==> src/rtl/assert_macros.svh <==
// Assertion macros used by the top-level RTL file
`ifndef ASSERT_MACROS_SVH
`define ASSERT_MACROS_SVH
// check that a condition implies another in the same cycle
`define ASSERT_IMPLY(label, clk, rst, cond, prop) \
   label: assert property (@(posedge clk) disable iff (rst) (cond) |-> (prop)) \
      else $error("assertion failed");
// check that a condition implies another in the next cycle
`define ASSERT_NEXT(label, clk, rst, cond, prop) \
   label: assert property (@(posedge clk) disable iff (rst) (cond) |=> (prop)) \
      else $error("assertion failed");
`endif

==> src/rtl/iad_pkg.sv <==
// Package with operation codes and transaction types for the integer ALU
`timescale 1ns / 1ps
package iad_pkg;
   typedef enum logic [4:0] {
      OP_ADD = 5'd0, OP_SUB = 5'd1, OP_AND = 5'd2, OP_OR = 5'd3, OP_XOR = 5'd4,
      OP_DIVS = 5'd5, OP_DIVU = 5'd6, OP_REMS = 5'd7, OP_REMU = 5'd8,
      OP_MULLS = 5'd9, OP_MULLU = 5'd10, OP_MULHS = 5'd11, OP_MULHU = 5'd12,
      OP_SLTS = 5'd13, OP_SLTU = 5'd14, OP_SLL = 5'd15, OP_SRL = 5'd16,
      OP_SRA = 5'd17, OP_EQ = 5'd18, OP_NEQ = 5'd19, OP_GT = 5'd20,
      OP_GTE = 5'd21, OP_LT = 5'd22, OP_LTE = 5'd23, OP_SEXT = 5'd24
   } op_type;

   typedef enum logic [1:0] {
      CLS_SIMPLE = 2'd0, CLS_MUL = 2'd1, CLS_DIV = 2'd2
   } class_type;

   // classified transaction passed from front to back
   typedef struct packed {
      class_type  cls;
      logic [4:0] mode;
      logic [31:0] a;
      logic [31:0] b;
      logic [31:0] simple;
      logic       ovf;
      logic       dz;
   } item_type;

   typedef struct packed {
      logic [31:0] result;
      logic        overflow;
      logic        divide_by_zero;
   } rsp_type;

   localparam int unsigned WORD = 32;
endpackage

==> src/rtl/iad_queue.sv <==
// Queue between the classifier and the execution pipeline
`timescale 1ns / 1ps
module iad_queue #(
   parameter int unsigned DEPTH = 4
) (
   input  logic              clock,
   input  logic              reset,
   input  logic              push,
   input  iad_pkg::item_type push_item,
   output logic              full,
   input  logic              pop,
   output iad_pkg::item_type pop_item,
   output logic              empty
);
   localparam int unsigned AW = (DEPTH > 1) ? $clog2(DEPTH) : 1;
   iad_pkg::item_type mem [DEPTH];
   logic [AW-1:0] wp_ff, rp_ff;
   logic [AW:0]   cnt_ff;
   logic do_push, do_pop;

   assign full = (cnt_ff == (AW+1)'(DEPTH));
   assign empty = (cnt_ff == '0);
   assign do_push = push & ~full;
   assign do_pop = pop & ~empty;
   assign pop_item = mem[rp_ff];

   always_ff @(posedge clock) begin
      if (reset) begin
         wp_ff <= '0; rp_ff <= '0; cnt_ff <= '0;
      end else begin
         if (do_push) wp_ff <= (wp_ff == AW'(DEPTH-1)) ? '0 : wp_ff + 1'b1;
         if (do_pop) rp_ff <= (rp_ff == AW'(DEPTH-1)) ? '0 : rp_ff + 1'b1;
         cnt_ff <= cnt_ff + (AW+1)'(do_push) - (AW+1)'(do_pop);
      end
      if (do_push) mem[wp_ff] <= push_item;
   end
endmodule

==> config.mk <==
export PLATFORM = sky130hd
export DESIGN_NAME = iad_queue
export DESIGN_NICKNAME = d
export VERILOG_FILES = /design/src/rtl/assert_macros.svh /design/src/rtl/iad_pkg.sv /design/src/rtl/iad_queue.sv
export SDC_FILE = /design/constraint.sdc
export NUM_CORES = 1
export LEC_CHECK = 0
export ABC_AREA = 1
export BUFFER_PORTS_ARGS = -buffer_cell sky130_fd_sc_hd__buf_2
export CORE_ASPECT_RATIO = 0.6
export CORE_MARGIN = 2
export CORE_UTILIZATION = 35
export DETAILED_ROUTE_END_ITERATION = 10
export SETUP_SLACK_MARGIN = 0.1
export SLEW_MARGIN = 10
export SYNTH_ARGS = -nofsm -noshare
export SYNTH_HDL_FRONTEND = slang
export SYNTH_SLANG_ARGS = --single-unit
==> constraint.sdc <==
create_clock -name clock -period 10.2 [get_ports clock]
set_input_delay 0.51 -clock clock [delete_from_list [all_inputs] [get_ports clock]]
set_output_delay 0.51 -clock clock [all_outputs]
set_load 0.005 [all_outputs]
# After elaboration in Yosys (flattened, before gate mapping)
# Memory sizes are Yosys's and may differ from the RTL's. A register that Yosys moved wholly into a read port is not among the register bits.
# Cells that the tools add are included.
[word_totals] register_bits=7 latchBits=0 ramBits=420 rom_bits=0 in_bits=109 output_inout_bits=107 elab_cells=22 memories=1
[mem_list] memory="mem" depth=4 width=105 rd=1 rd_ports_with_merged_regs=1 write_ports=1 line_no="iad_queue.sv:16" rtl="iad_pkg::item_type mem [DEPTH];"
[classes] n_addsub=4 multipliers=0 div=0 order_cmp=0 eq_ne=3 shift=0 mux=6 bitwise_logic=4 n_reduce_logical=1
[ops] operator="$mux 2" n=4
[ops] operator="$add 2x1->2 const B" n=2
[ops] operator="$eq 2x2->1 const B" n=2
[ops] operator="$add 3x1->3" n=1
[ops] operator="$eq 3x3->1 const B" n=1
[ops] operator="$logic_not 3->1" n=1
[ops] operator="$sub 3x1->3" n=1
[ops] operator="$and 1x1->1" n=2
[ops] operator="$mux 1" n=2
[ops] operator="$not 1->1" n=2

# Longest topological paths before layout
[depth] depth_word=5 ltp_mapped=11

# Worst setup path after synthesis
# Ideal clock, no wire load.
[synth_path] kind="register to register" start="register cnt_ff[1]" end="memory mem[0][0] (netlist bit) (enable)" arrival_ps=5035 t_required_ps=9630 slack_ps=4595 stages_incl_launch_ff=5 path_buffers=0 path_cell_list="dfxtp_1 nor2_1 nand2_1 nand2_1 nor2_1"
[synth_between] elab_chain_len=5
[synth_rtl] element="start, declared" line_no="iad_queue.sv:18" rtl="logic [AW:0] cnt_ff;"
[synth_rtl] element="start signal, assigned" line_no="iad_queue.sv:33" rtl="cnt_ff <= cnt_ff + (AW+1)'(do_push) - (AW+1)'(do_pop);"
[synth_rtl] element="$eq 3x3->1" line_no="iad_queue.sv:21" rtl="assign full = (cnt_ff == (AW+1)'(DEPTH));"
[synth_rtl] element="$not 1->1" line_no="iad_queue.sv:23" rtl="assign do_push = push & ~full;"
[synth_rtl] element="$and 1x1->1" line_no="iad_queue.sv:23"
[synth_rtl] element="$mux 1" line_no="iad_queue.sv:35" rtl="if (do_push) mem[wp_ff] <= push_item;"
[synth_rtl] element="$mux 1 (implied by the code)" line_no="iad_queue.sv:35"
[synth_rtl] element="end, declared" line_no="iad_queue.sv:16"
# No other way between the ends.

==> flow_summary.yaml <==
outcome:
  status: "completed"
timing:
  fin_skew_ns: 0.0153
  setup_tns_ns: 0
  drv_slew: 0
  post-route-min-period_ns: 3.96
  relSlewSlack: 0.318
  fin_hold_ws_ns: 0.171
  tightestPinTransition_ns: 1.02
  fmax_ghz: 0.253
  setup_viol: 0
  hold_viol: 0
  rsz0062_at_grt: "no"
  worst_slack_ns: 6.24
  min_period_over_period: 0.388
yosys:
  synth_top_area_cell: "edfxtp_1"
  syn-num-nets: 1199
  netlist_instances: 1082
  avgSynthCellArea_um2: 14.9
  ys_warn_count: 0
  ys_seq_area_frac: 0.794
  synth_area_leaders: "edfxtp_1 78%, nor2_1 5.3%, o22ai_1 4.1%"
  synthFlopType: "edfxtp_1"
  ys_ff_latch: 429
  synth-edff-count: 420
  netlist.area_leader.share: 0.782
  synth.distinct_cells: 24
  synthArstFlopShare: 0
  synth_area_um2: 16100
clocking:
  ctsResizeCount: 0
  post_cts_buffers: 0
  cts_made_buffers: 42
  cts_tree: "yes"
  clock_latency_ns: 0.54
  h-tree-depth: 2
  clk_pin_slew_ns: 0.06
  clock-root-buffer: "clkbuf_16"
  cts.sinks: 429
  ctsHoldBuffers: 0
  cts.path.max_buffers: 3
pwr:
  p_seq_frac: 0.465
  power_density_nw_per_um2: 257
  p_sw_frac: 0.308
  power.switching_mw: 1.49
  intPower_mw: 3.35
  power.leakage_nw: 6.49
  combPwrFrac: 0.241
  p_clk_frac: 0.294
  vdd_drop_max_uv: 101
global_routing:
  grt_pass1_wl_um: 55800
  grt_usage: 0.153
  antenna_found_initial: 5
  grt_pass1_vias: 9276
  grt_overflow: 0
  grt_max_degree: 130
run:
  maxCapViolations: 0
die:
  dieArea_um2: 47800
  coreArea_um2: 45100
  die_w_um: 281
  start_util: 0.357
  die_h_um: 170
  io_pins: 216
  rows: 60
setup_path:
  cp.arrival_ns: 3.45
  critical_path.max_fanout: 129
  critPathCaptureType: "primary output"
  startpoint_type: "flop"
  path_class: "flop to primary output"
  cp.required_ns: 9.69
drt:
  ant_nets: 0
  wire_per_inst_um: 19.0
  vias_per_cell: 4.87
  dr.pass1.iters: 5
  drt_iter0_markers: 808
  remaining_drc_errors: 0
  vias: 9446
  routed_wl_um: 36800
place:
  place_ws_ns: 6.81
  place_congestion: 0.705
  portBuffers: 215
  hpwl_um: 20400
worst_hold_path:
  min_path_type: "primary input to flop"
layout:
  syn2layout_area_growth_pct: 17.0
  drive_gt1_frac: 0.223
  nets: 1403
==> per-layer routing <==
layer / track usage / vias to the layer above / wire length [µm]
met1: 0.224 / 4658 / 17800
met2: 0.233 / 242 / 16400
li1: - / 4494 / -
met4: 0.0330 / 4 / 456
met5: 0 / - / 24
met3: 0.0327 / 48 / 2150
==> final cells by class <==
cell class / instances / area [µm²]
Clock inverter: 23 / 163
Multi-Input combinational cell: 567 / 2780
Tap cell: 620 / 776
Antenna cell: 3 / 7.51
Sequential cell: 429 / 12800
Timing Repair Buffer: 228 / 1170
Inverter: 18 / 73.8
Clock buffer: 50 / 1080
Fill cell: 4165 / 26300
==> worst max-delay path, cell delays in order, from the launching register on <==
cell and delay [ns]:
dfxtp_4 0.54, inv_6 0.80, buf_4 0.83, nor2_1 0.08
o22ai_1 0.33, buf_2 0.18
==> per-stage QoR <==
| step | utilization | instances | area (µm²) | power, mW |
|---|---|---|---|---|
| 2_1_floorplan | - | 1082 | 16100 | 3.01 |
| 4_1_cts | 0.418 | 1935 | 18800 | 4.92 |
| 5_1_grt | 0.418 | 1936 | 18900 | 5.12 |
| 6_report | 0.418 | 1938 | 18900 | 4.84 |
| 3_5_place_dp | 0.390 | 1862 | 17600 | 3.48 |
| 3_3_place_gp | 0.390 | 1862 | 17600 | 3.47 |
==> sequential cells by signal, indices dropped and copies added, names as in the netlist, named ones only <==
register / flops
cnt_ff: 3
wp_ff: 2
rp_ff: 2
mem: 420
==> Yosys cell counts (9+ instances only) <==
library cell / number
nor2_1: 226
nand2_1: 10
edfxtp_1: 420
clkbuf_1: 14
inv_1: 16
o21ai_1: 104
o21ai_0: 106
buf_2: 12
o22ai_1: 105
buf_4: 10
dfxtp_1: 9
buf_6: 23
==> placed cells by master, fill, tap and decap left out, drive strengths merged <==
master,count
a21oi,3
buf,228
bufinv,1
clkbuf,50
clkinv,21
dfxtp,9
diode,3
edfxtp,420
fa,1
ha,7
inv,19
nand2,10
nand3,1
nand3b,2
nor2,226
o21ai,210
o22ai,105
or2,1
xnor2,1
==> power groups by stage <==
stage / Combinational (mW) / Clock [mW] / Sequential, mW
CTS: 1.19 / 1.47 / 2.25
finish: 1.16 / 1.42 / 2.25
global placement: 1.18 / 0 / 2.29
floorplan: 0.745 / 0 / 2.26
global route: 1.30 / 1.55 / 2.27
detailed placement: 1.19 / 0 / 2.29
==> cell families after synthesis <==
family / share of synthesized area
DFF: 0.794
and+or+nand+nor: 0.0566
AOI/OAI and AO/OA: 0.107
xor gates and xnor gates: 0.000543
adders and majority gates: 0.00668
buffers and inverters: 0.0357
==> path summary, 6_finish.rpt <==
| kind | from | to | slack, ns | cells past startpoint |
|---|---|---|---|---|
| max | flop | pop_item[35] | 6.24 | 5 |
| min | reset | cnt_ff[0] | 0.17 | 2 |
| max reg2reg | cnt_ff[1] | mem[0][37] | 7.17 | 6 |
| min reg2reg | rp_ff[1] | flop | 0.52 | 2 |
No activity file was read; power rests on OpenSTA's default activity.
